### src/cldp_pkg.sv
// cldp_pkg: shared types and constants for the cell list descriptor parser
// no dependencies; used by the channel interfaces, the parse core and the top level
package cldp_pkg;

	// record sizes in bytes
	localparam int unsigned CELL_REC_BYTES = 10;
	localparam int unsigned SUB_REC_BYTES  = 8;

	// one descriptor byte as it arrives on the input channel
	typedef struct packed {
		logic [7:0] data_byte;
		logic       start_of_descriptor;
	} byte_item_t;

	// one parsed cell or subcell record
	typedef struct packed {
		logic        is_subcell;
		logic [15:0] ident;
		logic [15:0] latitude;
		logic [15:0] longitude;
		logic [11:0] extent_lat;
		logic [11:0] extent_lon;
		logic [7:0]  subcell_bytes;
		logic        last_record;
	} record_t;

endpackage

### src/cldp_byte_if.sv
// cldp_byte_if: valid/ready channel carrying one descriptor byte per item
// depends on cldp_pkg
interface cldp_byte_if;
	import cldp_pkg::*;

	logic       valid;
	logic       ready;
	byte_item_t data;

	modport source (output valid, output data, input ready);
	modport sink   (input valid, input data, output ready);
endinterface

### src/cldp_rec_if.sv
// cldp_rec_if: valid/ready channel carrying one parsed record per item
// depends on cldp_pkg
interface cldp_rec_if;
	import cldp_pkg::*;

	logic    valid;
	logic    ready;
	record_t data;

	modport source (output valid, output data, input ready);
	modport sink   (input valid, input data, output ready);
endinterface

### src/cldp_parse.sv
// cldp_parse: descriptor parse state and record assembly, one byte per step
// depends on cldp_pkg
module cldp_parse (
	input  logic                clk,
	input  logic                arst_n,
	input  logic                step,
	input  cldp_pkg::byte_item_t item,
	output logic                emit,
	output cldp_pkg::record_t   rec
);
	import cldp_pkg::*;

	localparam logic [3:0] CELL_LAST = 4'(CELL_REC_BYTES - 1);
	localparam logic [3:0] SUB_LAST  = 4'(SUB_REC_BYTES - 1);
	localparam logic [3:0] HOLD_BYTES = 4'(CELL_REC_BYTES - 1);

	logic [7:0] body_length_q;
	logic [8:0] byte_position_q;
	logic [3:0] record_byte_count_q;
	logic       in_subcells_q;
	logic [8:0] subcell_consumed_q;
	logic [7:0] loop_length_q;
	logic [7:0] record_bytes_q [CELL_REC_BYTES-1];
	logic       parsing_active_q;

	logic [8:0] off;
	logic [8:0] end_off;
	logic       take_length;
	logic       in_body;
	logic       final_byte;
	logic [8:0] sc_next;
	logic       in_sub_next;
	logic [9:0] reach;
	logic [7:0] b;

	// position decode
	always_comb begin
		b           = item.data_byte;
		off         = byte_position_q - 9'd2;
		end_off     = off + 9'd1;
		take_length = parsing_active_q && (byte_position_q == 9'd1);
		in_body     = parsing_active_q && !take_length && (off < {1'b0, body_length_q});
		final_byte  = in_subcells_q ? (record_byte_count_q == SUB_LAST)
		                            : (record_byte_count_q == CELL_LAST);
	end

	// record fields and next loop state for a completed record
	always_comb begin
		sc_next     = subcell_consumed_q + 9'(SUB_REC_BYTES);
		rec         = '0;
		in_sub_next = in_subcells_q;
		if (!in_subcells_q) begin
			rec.is_subcell    = 1'b0;
			rec.ident         = {record_bytes_q[0], record_bytes_q[1]};
			rec.latitude      = {record_bytes_q[2], record_bytes_q[3]};
			rec.longitude     = {record_bytes_q[4], record_bytes_q[5]};
			rec.extent_lat    = {record_bytes_q[6], record_bytes_q[7][7:4]};
			rec.extent_lon    = {record_bytes_q[7][3:0], record_bytes_q[8]};
			rec.subcell_bytes = b;
			in_sub_next       = (b != 8'd0);
		end else begin
			rec.is_subcell    = 1'b1;
			rec.ident         = {8'd0, record_bytes_q[0]};
			rec.latitude      = {record_bytes_q[1], record_bytes_q[2]};
			rec.longitude     = {record_bytes_q[3], record_bytes_q[4]};
			rec.extent_lat    = {record_bytes_q[5], record_bytes_q[6][7:4]};
			rec.extent_lon    = {record_bytes_q[6][3:0], b};
			rec.subcell_bytes = 8'd0;
			in_sub_next       = !(sc_next >= {1'b0, loop_length_q});
		end
		// another whole record must fit inside the declared body
		reach = {1'b0, end_off} + (in_sub_next ? 10'(SUB_REC_BYTES) : 10'(CELL_REC_BYTES));
		rec.last_record = !(reach <= {2'b00, body_length_q});
	end

	assign emit = step && !item.start_of_descriptor && in_body && final_byte;

	// control state
	always_ff @(posedge clk or negedge arst_n) begin
		if (!arst_n) begin
			body_length_q       <= '0;
			byte_position_q     <= '0;
			record_byte_count_q <= '0;
			in_subcells_q       <= 1'b0;
			subcell_consumed_q  <= '0;
			loop_length_q       <= '0;
			parsing_active_q    <= 1'b0;
		end else if (step) begin
			if (item.start_of_descriptor) begin
				body_length_q       <= '0;
				byte_position_q     <= 9'd1;
				record_byte_count_q <= '0;
				in_subcells_q       <= 1'b0;
				subcell_consumed_q  <= '0;
				loop_length_q       <= '0;
				parsing_active_q    <= 1'b1;
			end else if (take_length) begin
				body_length_q   <= b;
				byte_position_q <= 9'd2;
			end else if (in_body) begin
				byte_position_q <= byte_position_q + 9'd1;
				if (!final_byte) begin
					record_byte_count_q <= record_byte_count_q + 4'd1;
				end else begin
					record_byte_count_q <= '0;
					in_subcells_q       <= in_sub_next;
					if (!in_subcells_q) begin
						loop_length_q      <= b;
						subcell_consumed_q <= '0;
					end else begin
						subcell_consumed_q <= sc_next;
					end
				end
			end
		end
	end

	// record byte store, no reset needed: every byte is written before it is read
	always_ff @(posedge clk) begin
		if (step && !item.start_of_descriptor && in_body && !final_byte &&
		    record_byte_count_q < HOLD_BYTES) begin
			record_bytes_q[record_byte_count_q] <= b;
		end
	end

	// a subcell record never gathers more than its own length
	a_sub_count: assert property (@(posedge clk) disable iff (!arst_n)
		in_subcells_q |-> record_byte_count_q < 4'(SUB_REC_BYTES))
		else $error("subcell byte count overran");

	// no record before a start byte
	a_emit_active: assert property (@(posedge clk) disable iff (!arst_n)
		emit |-> parsing_active_q && byte_position_q >= 9'd2)
		else $error("record emitted outside a descriptor");

	// a start byte always rewinds to the length byte
	a_restart: assert property (@(posedge clk) disable iff (!arst_n)
		step && item.start_of_descriptor |=> byte_position_q == 9'd1 && !in_subcells_q)
		else $error("start byte did not restart the parser");

	// position never runs past the declared body
	a_pos_bound: assert property (@(posedge clk) disable iff (!arst_n)
		parsing_active_q && byte_position_q != 9'd1 |->
		byte_position_q <= {1'b0, body_length_q} + 9'd2)
		else $error("byte position beyond the body");

endmodule

### src/cell_list_descriptor_parser_core.sv
// cell_list_descriptor_parser_core: top level, input register, parse core, result register
// depends on cldp_pkg, cldp_byte_if, cldp_rec_if and cldp_parse
//
//   channel   direction  item          payload
//   byte_in   sink       one byte      data_byte, start_of_descriptor
//   rec_out   source     one record    is_subcell .. last_record
//
// one byte is taken every cycle while rec_out is not stalled; a record leaves through both stages after its final byte
// the two stages are the input register and the result register, parsing sits between
// a stalled rec_out holds both stages; byte_in still fills an empty input register
// arst_n clears the stage valids and the parse state; no clearing pass is needed
module cell_list_descriptor_parser_core (
	input  logic               clk,
	input  logic               arst_n,
	cldp_byte_if.sink          byte_in,
	cldp_rec_if.source         rec_out
);
	import cldp_pkg::*;

	byte_item_t item_s1;
	logic       vld_s1;
	record_t    rec_s2;
	logic       vld_s2;
	logic       advance;
	logic       step;
	logic       emit;
	record_t    rec;

	// stall control
	assign advance       = !vld_s2 || rec_out.ready;
	assign byte_in.ready = advance || !vld_s1;
	assign step          = vld_s1 && advance;

	// input register
	always_ff @(posedge clk or negedge arst_n) begin
		if (!arst_n) begin
			vld_s1 <= 1'b0;
		end else if (byte_in.ready) begin
			vld_s1 <= byte_in.valid;
		end
	end

	always_ff @(posedge clk) begin
		if (byte_in.ready && byte_in.valid) begin
			item_s1 <= byte_in.data;
		end
	end

	cldp_parse u_parse (
		.clk    (clk),
		.arst_n (arst_n),
		.step   (step),
		.item   (item_s1),
		.emit   (emit),
		.rec    (rec)
	);

	// result register
	always_ff @(posedge clk or negedge arst_n) begin
		if (!arst_n) begin
			vld_s2 <= 1'b0;
		end else if (advance) begin
			vld_s2 <= emit;
		end
	end

	always_ff @(posedge clk) begin
		if (emit) begin
			rec_s2 <= rec;
		end
	end

	assign rec_out.valid = vld_s2;
	assign rec_out.data  = rec_s2;

endmodule
### src/flat_wrapper.sv
// flat-port wrapper written by rule: the top's interface ports become plain ports
module cell_list_descriptor_parser_core_flat import cldp_pkg::*;
  (clk, arst_n, byte_in_valid, byte_in_data, byte_in_ready, rec_out_valid, rec_out_data, rec_out_ready);
  cldp_byte_if byte_in_i ();
  cldp_rec_if rec_out_i ();
  input  logic clk;
  input  logic arst_n;
  input wire logic [$bits(byte_in_i.valid)-1:0] byte_in_valid;
  input wire logic [$bits(byte_in_i.data)-1:0] byte_in_data;
  output wire logic [$bits(byte_in_i.ready)-1:0] byte_in_ready;
  output wire logic [$bits(rec_out_i.valid)-1:0] rec_out_valid;
  output wire logic [$bits(rec_out_i.data)-1:0] rec_out_data;
  input wire logic [$bits(rec_out_i.ready)-1:0] rec_out_ready;
  assign byte_in_i.valid = byte_in_valid;
  assign byte_in_i.data = byte_in_data;
  assign byte_in_ready = byte_in_i.ready;
  assign rec_out_valid = rec_out_i.valid;
  assign rec_out_data = rec_out_i.data;
  assign rec_out_i.ready = rec_out_ready;
  cell_list_descriptor_parser_core u_core (.clk(clk), .arst_n(arst_n), .byte_in(byte_in_i), .rec_out(rec_out_i));
endmodule
### config.mk
export PLATFORM = sky130hd
export DESIGN_NAME = cell_list_descriptor_parser_core_flat
export DESIGN_NICKNAME = d
export VERILOG_FILES = /design/src/cldp_pkg.sv /design/src/cldp_byte_if.sv /design/src/cldp_rec_if.sv /design/src/cldp_parse.sv /design/src/cell_list_descriptor_parser_core.sv /design/src/flat_wrapper.sv
export SDC_FILE = /design/constraint.sdc
export NUM_CORES = 1
export LEC_CHECK = 0
export ABC_AREA = 1
export BUFFER_PORTS_ARGS = -buffer_cell sky130_fd_sc_hd__buf_2
export CAP_MARGIN = 10
export CORE_ASPECT_RATIO = 0.9
export CORE_MARGIN = 2
export CORE_UTILIZATION = 59
export DETAILED_ROUTE_END_ITERATION = 10
export PLACE_DENSITY = 0.8
export SYNTH_ARGS = -nofsm -noshare
export SYNTH_HDL_FRONTEND = slang
export SYNTH_HIERARCHICAL = 1
export SYNTH_SLANG_ARGS = --single-unit
### constraint.sdc
create_clock -name clk -period 11.1 [get_ports clk]
set_clock_uncertainty 0.2 [all_clocks]
set_input_delay 0 -clock clk [delete_from_list [all_inputs] [get_ports clk]]
set_output_delay 0 -clock clk [all_outputs]
set_load 0.01 [all_outputs]
## Yosys cells after proc, flatten, opt, wreduce, memory -nomap -nowiden

Memory sizes are Yosys's and may differ from the RTL's.
Cells that the tools add are included.

| word-level totals | value |
|---|---|
| register bits after elaboration | 133 |
| memory bits (writable) | 72 |
| bits of input ports | 13 |
| output and inout bits | 84 |
| logic and storage cells | 95 |
| memories | 1 |

Memories:

| memory | depth | width | read ports | clocked after Yosys merged registers in | write ports | RTL line | text |
|---|---|---|---|---|---|---|---|
| u_core.u_parse.record_bytes_q | 9 | 8 | 9 | 0 | 1 | cldp_parse.sv:23 | `logic [7:0] record_bytes_q [CELL_REC_BYTES-1];` |

| cells by class | value |
|---|---|
| add/sub/neg operators | 6 |
| $lt $le $gt $ge | 4 |
| eq/ne operators | 5 |
| muxes and demuxes | 29 |
| reductions and logical operators | 30 |

Operators with widths:

| operator | number |
|---|---|
| 81-bit 2-to-1 mux | 1 |
| 9-bit 2-to-1 mux | 8 |
| 8-bit 2-to-1 mux | 7 |
| 9-bit by 1-bit adder with 9-bit output, second input constant | 2 |
| 4-bit 2-to-1 mux | 4 |
| 9-bit by 4-bit adder with 10-bit output | 1 |
| 10-bit by 8-bit less-or-equal comparator with 1-bit output | 1 |
| 1-bit logical AND | 10 |
| 9-bit by 4-bit adder with 9-bit output, second input constant | 1 |
| 9-bit by 1-bit equality test with 1-bit output, second input constant | 1 |
| 9-bit by 8-bit greater-or-equal comparator with 1-bit output | 1 |
| 9-bit by 8-bit less-than comparator with 1-bit output | 1 |
| 9-bit by 2-bit subtractor with 9-bit output, second input constant | 1 |
| 1-bit 2-to-1 mux | 8 |
| 8-bit nonzero test | 1 |
| 1-bit zero test | 7 |
| 2-bit AND reduction | 3 |
| 2-bit nonzero test | 3 |
| 5-bit AND reduction | 1 |
| 4-bit by 1-bit adder with 4-bit output, second input constant | 1 |
| 4-bit by 3-bit equality test with 1-bit output, second input constant | 1 |
| 4-bit equality test, second input constant | 1 |
| 4-bit less-than comparator, second input constant | 1 |
| 2-bit by 1-bit inequality test with 1-bit output, second input constant | 2 |
| other kinds (5) | 6 |

## Logic depth before layout (Yosys ltp)

Gate-level depths: netlist (run 1).

| depth | value |
|---|---|
| depth after elaboration | 10 |
| gate-level depth with buffers | 26 |
| gate-level depth less buffers | 26 |

## By module

Netlist (run 1), hierarchy kept.

Modules (own cells, without submodules):

| module | times used | cells an instance | area each (um^2) | sequential area each (um^2) |
|---|---|---|---|---|
| cldp_parse | 1 | 734 | 6,261.0 | 3,088.0 |
| cell_list_descriptor_parser_core | 1 | 101 | 2,827.7 | 2,782.7 |

## Worst setup path after synthesis (run 1)

Ideal clock, no wire load.

| timing | value |
|---|---|
| kind | reg2reg |
| start point | register u_core.u_parse.byte_position_q[1] |
| end point | register u_core.rec_s2 (netlist bit u_core/rec_out.data[0]), enable pin |
| setup time | 625 ps |
| data arrival time | 7,633 ps |
| required time | 10,275 ps |
| slack | 2,642 ps |
| stages on the path, launching flop included | 10 |
| buffers on the path | 0 |
| period minus slack after synthesis | 8,458 ps |
| path through | dfrtp_1 inv_1 ha_1 nand3_2 o21ai_1 inv_1 ha_1 nor4_4 nand3_4 nor3_1 |

| between the ends | value |
|---|---|
| word-level cells in the longest chain between the ends | 7 |
| elaborated cells on any way between the ends | 9 |
| those cells by class | 1 x add/sub; 1 x order compare; 1 x eq/ne; 6 x reduce/logical |

Ends and longest elaborated chain:

| item | RTL line | text |
|---|---|---|
| from (decl) | cldp_parse.sv:18 | `logic [8:0] byte_position_q;` |
| from (signal assigned) | cldp_parse.sv:101 | `byte_position_q <= byte_position_q + 9'd1;` |
| branches (longest 4 deep; another with 9-bit by 2-bit subtractor with 9-bit output) | - |  |
| 1-bit logical AND (*) | cldp_parse.sv:42 | `in_body = parsing_active_q && !take_length && (off < {1'b0, body_length_q});` |
| 1-bit logical AND (*) (2 in series) | cldp_parse.sv:76 | `assign emit = step && !item.start_of_descriptor && in_body && final_byte;` |
| net u_core.emit | cell_list_descriptor_parser_core.sv:26 | `logic emit;` |
| to (signal assigned) | cell_list_descriptor_parser_core.sv:69 | `rec_s2 <= rec;` |
| to (decl) | cell_list_descriptor_parser_core.sv:22 | `record_t rec_s2;` |

Mark *: on every way through the listed nets, which the timed path passes.
A chain may end at the register's enable or synchronous reset.

## Final worst setup path (run 1)

| timing | value |
|---|---|
| start point | register u_core.u_parse.byte_position_q[1] |
| end point | memory u_core.u_parse.record_bytes_q[6][5], enable pin |

| between the ends | value |
|---|---|
| word-level cells in the longest chain between the ends | 10 |
| elaborated cells on any way between the ends | 12 |
| those cells by class | 1 x add/sub; 1 x order compare; 1 x eq/ne; 2 x mux; 7 x reduce/logical |

Ends and longest elaborated chain:

| item | RTL line | text |
|---|---|---|
| branches (longest 4 deep; another with 9-bit by 2-bit subtractor with 9-bit output) | - |  |
| 1-bit logical AND (*) | cldp_parse.sv:42 |  |
| 1-bit logical AND (*) (3 in series) | cldp_parse.sv:120 | `if (step && !item.start_of_descriptor && in_body && !final_byte &&` |
| 1-bit 2-to-1 mux (*) | cldp_parse.sv:120 |  |
| 1-bit 2-to-1 mux (not written as such) (*) | cldp_parse.sv:122 | `record_bytes_q[record_byte_count_q] <= b;` |
| to (decl) | cldp_parse.sv:23 |  |

Mark *: on every way between the ends.

==> results_dict.tcl, run 1 <==
set metrics [dict create \
    wl_met3_um 1400 \
    clock-sinks 202 \
    max_freq_ghz 0.248 \
    finalCriticalPeriod_ps 4040 \
    setup_violations 0 \
    rows 43 \
    syn2layout_area_growth_pct 16.0 \
    drt_pass1_iterations 5 \
    worst_hold_slack_ps -30.3 \
    antenna_left 0 \
    drive_gt1_share_pct 20.1 \
    clockBufferDepth 3 \
    synth_edf_count 163 \
    drcViolationCount 0 \
    highest_layer "met4" \
    power_frac_seq_pct 36.0 \
    worst_setup_path_end_kind "flop" \
    overflow 0 \
    vias_per_cell 5.45 \
    rsz0062_at_grt "false" \
    slowest_delay_ps 1040 \
    drv_cap 0 \
    cts-htree-levels 1 \
    m1WireLength_um 8210 \
    synth_seq_area_share_pct 64.6 \
    grt_pass1_vias 5908 \
    dr_wl_met2_um 9090 \
    synth-seq-cells 202 \
    dp_cells 1111 \
    p_sw_share_pct 36.3 \
    cp_max_fo 10 \
    syn_nets 882 \
    cp_slowest_cell "nor3b_1" \
    cts_root_buf "clkbuf_16" \
    post-dp-hpwl_um 12500 \
    clock_latency_ps 490 \
    final.period_utilization_pct 36.4 \
    io_buffers 96 \
    io_pins 97 \
    final_cell_mix "260 x nand2_1, 163 x edfxtp_1, 96 x buf_2, 68 x inv_1, 52 x nor2_1" \
    hp-class "in2async" \
    yosysWarnings 6 \
    dieArea_um2 16400 \
    cp_cell_sequence "inv_1 > ha_1 > nand3_2 > o21ai_1 > inv_1 > ha_1 > nor4_4 > nand4_2 > nor3b_1" \
    numCtsBuffers 21 \
    leakage_uw 0.00459 \
    critPathRequiredTime_ps 11000 \
    criticalPathCategory "reg2reg" \
    synth_cell_type_count 41 \
    fillers 1054 \
    final-instance-count-excl-fill 1161 \
    place_congestion 0.859 \
    tns_ps 0 \
    grtUsageTotal_pct 24.0 \
    grt_pass1_wl_um 30400 \
    syn_inst 835 \
    initial_utilization_pct 59.7 \
    clkTransAtPathRegs_ps 60 \
    powerDensity_nw_per_um2 246 \
    arrival_ps 3940 \
    vias 6328 \
    fin_nets 992 \
    wl_per_cell_um 16.4 \
    slew_violations 0 \
    wirelength_um 19100 \
    grt_max_degree 84 \
    status "finished, violations left" \
    synthesis.area_um2 9090 \
    cts_resized 0 \
    layout_commonest_cell "nand2_1" \
    synthArstFlopShare_pct 19.3 \
    hold_viol_final 39 \
    violations "negative hold slack" \
    power_frac_clock_pct 26.6 \
    place_ws_ps 7150 \
    worst_slack_ps 7060 \
    intPower_uw 1650 \
    fp.dieW_um 135 \
    ys.flop_type "edfxtp_1" \
    fp.coreArea_um2 15200 \
    drtIter0Drc 604 \
    worst_setup_path_start_kind "flop" \
    diodes 0 \
    power_frac_comb_pct 37.4 \
    syn_avg_cell_area_um2 10.9 \
    tightest_slew_ps 1180 \
    power.switching_uw 943 \
    antenna_found_initial 0 \
    cts_tree "yes" \
    max_slew_margin_pct 21.3 \
    ir_worst_vdd_mv 0.145 \
    dieHeight_um 122 \
]
## area by class of cell
type | instances | area, um2 | share of cell area (%)
inverter | 81 | 304 | 2.88
timing repair buffer | 113 | 641 | 6.07
sequential | 202 | 5870 | 55.7
tap | 202 | 253 | 2.40
multi-input combinational | 526 | 2790 | 26.4
clock inverter | 8 | 92.6 | 0.878
clock buffer | 29 | 596 | 5.65
## repair_timing
action,4_1_cts,5_1_grt
endpoints found under the setup margin,0,0
hold buffers,13,0
buffers inserted,0,0
endpoints found under the hold margin,60,0
## worst max-delay path: cells and delay by family, from the launching register on
family | cells | cell delay, ps
AND/OR/NAND/NOR | 4 | 1910
flip-flops | 1 | 400
adder cells (fa/ha/maj) | 2 | 560
buffers and inverters | 2 | 410
AO/OA/AOI/OAI | 1 | 170
## path summary, 6_finish.rpt
path	startpoint	to	slack, ps	cells past startpoint
hold reg to reg	u_core/u_parse/loop_length_q[4]	u_core/u_parse/loop_length_q[4]	280	2
min in group clk	byte_in_data[3]	u_core/item_s1[3]	20	2
setup / recovery	u_core/u_parse/byte_position_q[1]	u_core/u_parse/record_bytes_q[6][5]	7060	9
hold / removal	arst_n	u_core/u_parse/loop_length_q[6]	-30	2
setup reg to reg	u_core/u_parse/byte_position_q[1]	u_core/u_parse/record_bytes_q[6][5]	7060	9
max in group asynchronous	arst_n	u_core/u_parse/in_subcells_q	10110	2
## cells in the mapped netlist (all sizes together), types with 4 or more instances
| master | count | area share (%) |
|---|---|---|
| edfxtp | 163 | 54 |
| a21oi | 17 | 1.1 |
| buf | 10 | 0.77 |
| nor2 | 61 | 3.0 |
| inv | 81 | 3.3 |
| nor3b | 4 | 0.33 |
| xor2 | 12 | 1.2 |
| nand3 | 45 | 2.8 |
| nand2 | 279 | 12 |
| dfrtp | 39 | 11 |
| ha | 34 | 4.7 |
| nand4 | 8 | 0.69 |
| o21ai | 47 | 2.9 |
| clkbuf | 16 | 0.66 |
## state kept, by name (all words and copies together) (netlist names)
register and count:
u_core/item_s1 9, u_core/rec_out.valid 1, u_core/u_parse/body_length_q 8, u_core/rec_out.data 82, u_core/u_parse/byte_position_q 9, u_core/u_parse/record_byte_count_q 4, u_core/u_parse/in_subcells_q 1, u_core/u_parse/record_bytes_q 72
u_core/u_parse/loop_length_q 8, u_core/u_parse/parsing_active_q 1, u_core/vld_s1 1, u_core/u_parse/subcell_consumed_q 6
## routing by layer
| layer | global-route usage [%] | vias to the layer above |
|---|---|---|
| met4 | 6.84 | 0 |
| met5 | 0 | - |
| li1 | - | 3002 |
| met1 | 34.4 | 2999 |
| met2 | 38.5 | 297 |
| met3 | 3.87 | 30 |
## power groups by stage
stage | clock network (uW) | logic, uW | registers [uW]
2_1_floorplan | 0 | 762 | 934
3_3_place_gp | 0 | 915 | 946
3_5_place_dp | 0 | 941 | 949
4_1_cts | 700 | 962 | 933
5_1_grt | 730 | 1090 | 939
6_report | 691 | 971 | 934
## per-stage QoR
step	total power, uW	utilization (%)	hold WS, ps	cell area [um2]
floorplan	1700	-	-496	9090
global placement	1860	63.9	-29.4	9730
detailed placement	1890	63.9	-26.5	9730
CTS	2600	69.3	5.39	10500
global route	2760	69.3	17.0	10500
finish	2600	69.3	-30.3	10500
## cells by family (layout without fill, tap and decap cells)
logic type      count (synthesis)  count (layout)  synth area share [%]
compound gates                 70              70                  4.50
xor+xnor                       14              14                  1.35
fa+ha+maj                      34              34                  4.68
buf+inv                       107             231                  4.78
flops                         202             202                  64.6
simple gates                  408             408                  20.1
Power figures use the tool's default switching activity.
==> inputs of run 2 (changes only) <==
==> constraint.sdc (replaced) <==
create_clock -name clk -period 3.91 [get_ports clk]
set_clock_uncertainty 0.2 [all_clocks]
set_input_delay 0 -clock clk [delete_from_list [all_inputs] [get_ports clk]]
set_output_delay 0 -clock clk [all_outputs]
set_load 0.01 [all_outputs]
==> run 2 against run 1 <==
  * The run now ends clean
  * Worst setup slack lost 6900 ps
  * First-iteration DRC count is 14% higher
  * Register-to-register slack got worse by 6900 ps
  * Via count is 2.2% higher
  * Flip-flop and latch count unchanged
  * Final cell count grew 2.7%
  * Critical path depth rose by 14
  * Critical path type unchanged
  * Largest cell class unchanged
==> results_dict.tcl, run 2 (synthesis results as in run 1) <==
set metrics [dict create \
    io_buffers 96 \
    antenna_left 0 \
    max_slew_margin_pct 47.4 \
    syn2layout_area_growth_pct 21.7 \
    tns_ps 0 \
    hold_viol_final 0 \
    clkTransAtPathRegs_ps 60 \
    highest_layer "met4" \
    vias 6466 \
    initial_utilization_pct 59.7 \
    fp.coreArea_um2 15200 \
    final-instance-count-excl-fill 1192 \
    place_congestion 0.873 \
    grt_pass1_wl_um 31200 \
    diodes 0 \
    cts_tree "yes" \
    holdPathEnd "u_core/item_s1[0]" \
    worst_setup_path_start_kind "flop" \
    criticalPathCategory "reg2reg" \
    dp_cells 1132 \
    final_util_pct 72.6 \
    finalCriticalPeriod_ps 3750 \
    slowest_delay_ps 400 \
    worstReg2RegStart "u_core/u_parse/subcell_consumed_q[3]" \
    hold_path_depth 2 \
    post-dp-hpwl_um 12800 \
    cp_cell_sequence "ha_2 > nand3_2 > xor2_2 > inv_2 > ha_4 > inv_2 > o211ai_1 > inv_1 > o211ai_1 > nand2_1 > nand2_2 > ha_4 > ha_4 > nor2_4 > nor2_4 > buf_4 > xnor2_2 > ha_1 > a21oi_2 > o21a_1 > o2111ai_2 > nor2_1 > nor2_1" \
    drtIter0Drc 691 \
    wl_met3_um 1710 \
    grt_max_degree 82 \
    antenna_found_initial 0 \
    clock-sinks 202 \
    slew_violations 0 \
    ff2ff_setup_slack_ps 160 \
    vias_per_cell 5.42 \
    placed_area_um2 9960 \
    wirelength_um 20200 \
    layout_commonest_cell "nand2_1" \
    setup_violations 0 \
    cts-htree-levels 1 \
    min-delay-start "byte_in_data[0]" \
    numCtsBuffers 22 \
    tightest_slew_ps 788 \
    fin_nets 1021 \
    worst_hold_slack_ps 20.0 \
    drt_pass1_iterations 5 \
    powerDensity_nw_per_um2 722 \
    overflow 0 \
    hp-class "in2reg" \
    grt_pass1_vias 6050 \
    cts_root_buf "clkbuf_16" \
    dr_wl_met2_um 9490 \
    max_freq_ghz 0.267 \
    m1WireLength_um 8510 \
    multi_input_area_um2 2990 \
    final.period_utilization_pct 95.8 \
    cp_slowest_cell "dfrtp_1" \
    reg2reg_depth 23 \
    clockBufferDepth 3 \
    grtUsageTotal_pct 24.5 \
    status "finished clean" \
    leakage_uw 0.00478 \
    largest_register_ffs 82 \
    critPathRequiredTime_ps 3960 \
    drcViolationCount 0 \
    cp_common_cell "ha_4" \
    dieArea_um2 16400 \
    final_cell_mix "255 x nand2_1, 163 x edfxtp_1, 96 x buf_2, 62 x inv_1, 50 x nor2_1" \
    drive_gt1_share_pct 25.6 \
    worst_setup_path_end_kind "flop" \
    cp_max_fo 4 \
    ir_worst_vdd_mv 0.395 \
    wl_per_cell_um 16.9 \
    clock_latency_ps 500 \
    r2r-end "u_core/rec_out.data[0]" \
    dieHeight_um 122 \
    drv_cap 0 \
    rows 43 \
    fp.dieW_um 135 \
    io_pins 97 \
    fillers 979 \
    final_cell_area_um2 11100 \
    arrival_ps 3800 \
    ff_latch_area_um2 5870 \
]
==> run 2: final cells by class <==
| class | instances | share of cell area [%] |
|---|---|---|
| Clock buffer | 33 | 6.11 |
| Multi-Input combinational cell | 526 | 27.1 |
| Tap cell | 202 | 2.29 |
| Inverter | 81 | 2.80 |
| Sequential cell | 202 | 53.1 |
| Clock inverter | 7 | 0.622 |
| Timing Repair Buffer | 141 | 8.00 |
==> run 2: metrics by stage <==
stage                     setup slack (ps)  total power [uW]
after global placement                 117              5330
after detailed placement             -41.9              5430
after floorplan                       -583              4880
after global routing                 -78.7              8470
final                                  164              7980
after CTS                             9.11              7560
==> run 2: routing by layer <==
layer  GRT usage, %  vias up
li1               -     3060
met1           35.8     3053
met2           38.6      308
met3           3.29       45
met4           8.29        0
met5              0        -
==> run 2: worst max path at each step <==
stage / from / end / slack (ps) / cells past startpoint
final: u_core/u_parse/subcell_consumed_q[3] / u_core/rec_out.data[0] / 160 / 23
after global routing: u_core/u_parse/subcell_consumed_q[3] / u_core/rec_out.data[0] / -80 / 24
after CTS: u_core/u_parse/subcell_consumed_q[3] / u_core/rec_out.data[0] / 9 / 23
after detailed placement: u_core/u_parse/subcell_consumed_q[3] / u_core/rec_out.data[0] / -40 / 23
after global placement: u_core/u_parse/subcell_consumed_q[3] / u_core/rec_out.data[0] / 120 / 23
after floorplan: u_core/u_parse/byte_position_q[2] / u_core/rec_out.data[0] / -580 / 13
==> run 2: worst max-delay path, delay by kind of cell (launching register included) <==
kind	cells	cell delay [ps]
buf+inv	4	340
fa+ha+maj	5	1140
simple gates	7	580
compound gates	5	530
xor+xnor	2	320
flops	1	400
==> run 2: what timing repair did <==
action                     4_1_cts  5_1_grt
hold endpoints to repair        61        0
pin swaps                        1       20
setup buffers                    1        4
hold buffers                    15        0
setup endpoints to repair        1        1
gates resized for setup          2       33
==> run 2: report_power, final <==
part	internal, uW	total (uW)	switching (uW)
registers	2540	2690	151
clock network	1270	2070	804
logic	1210	3220	2010
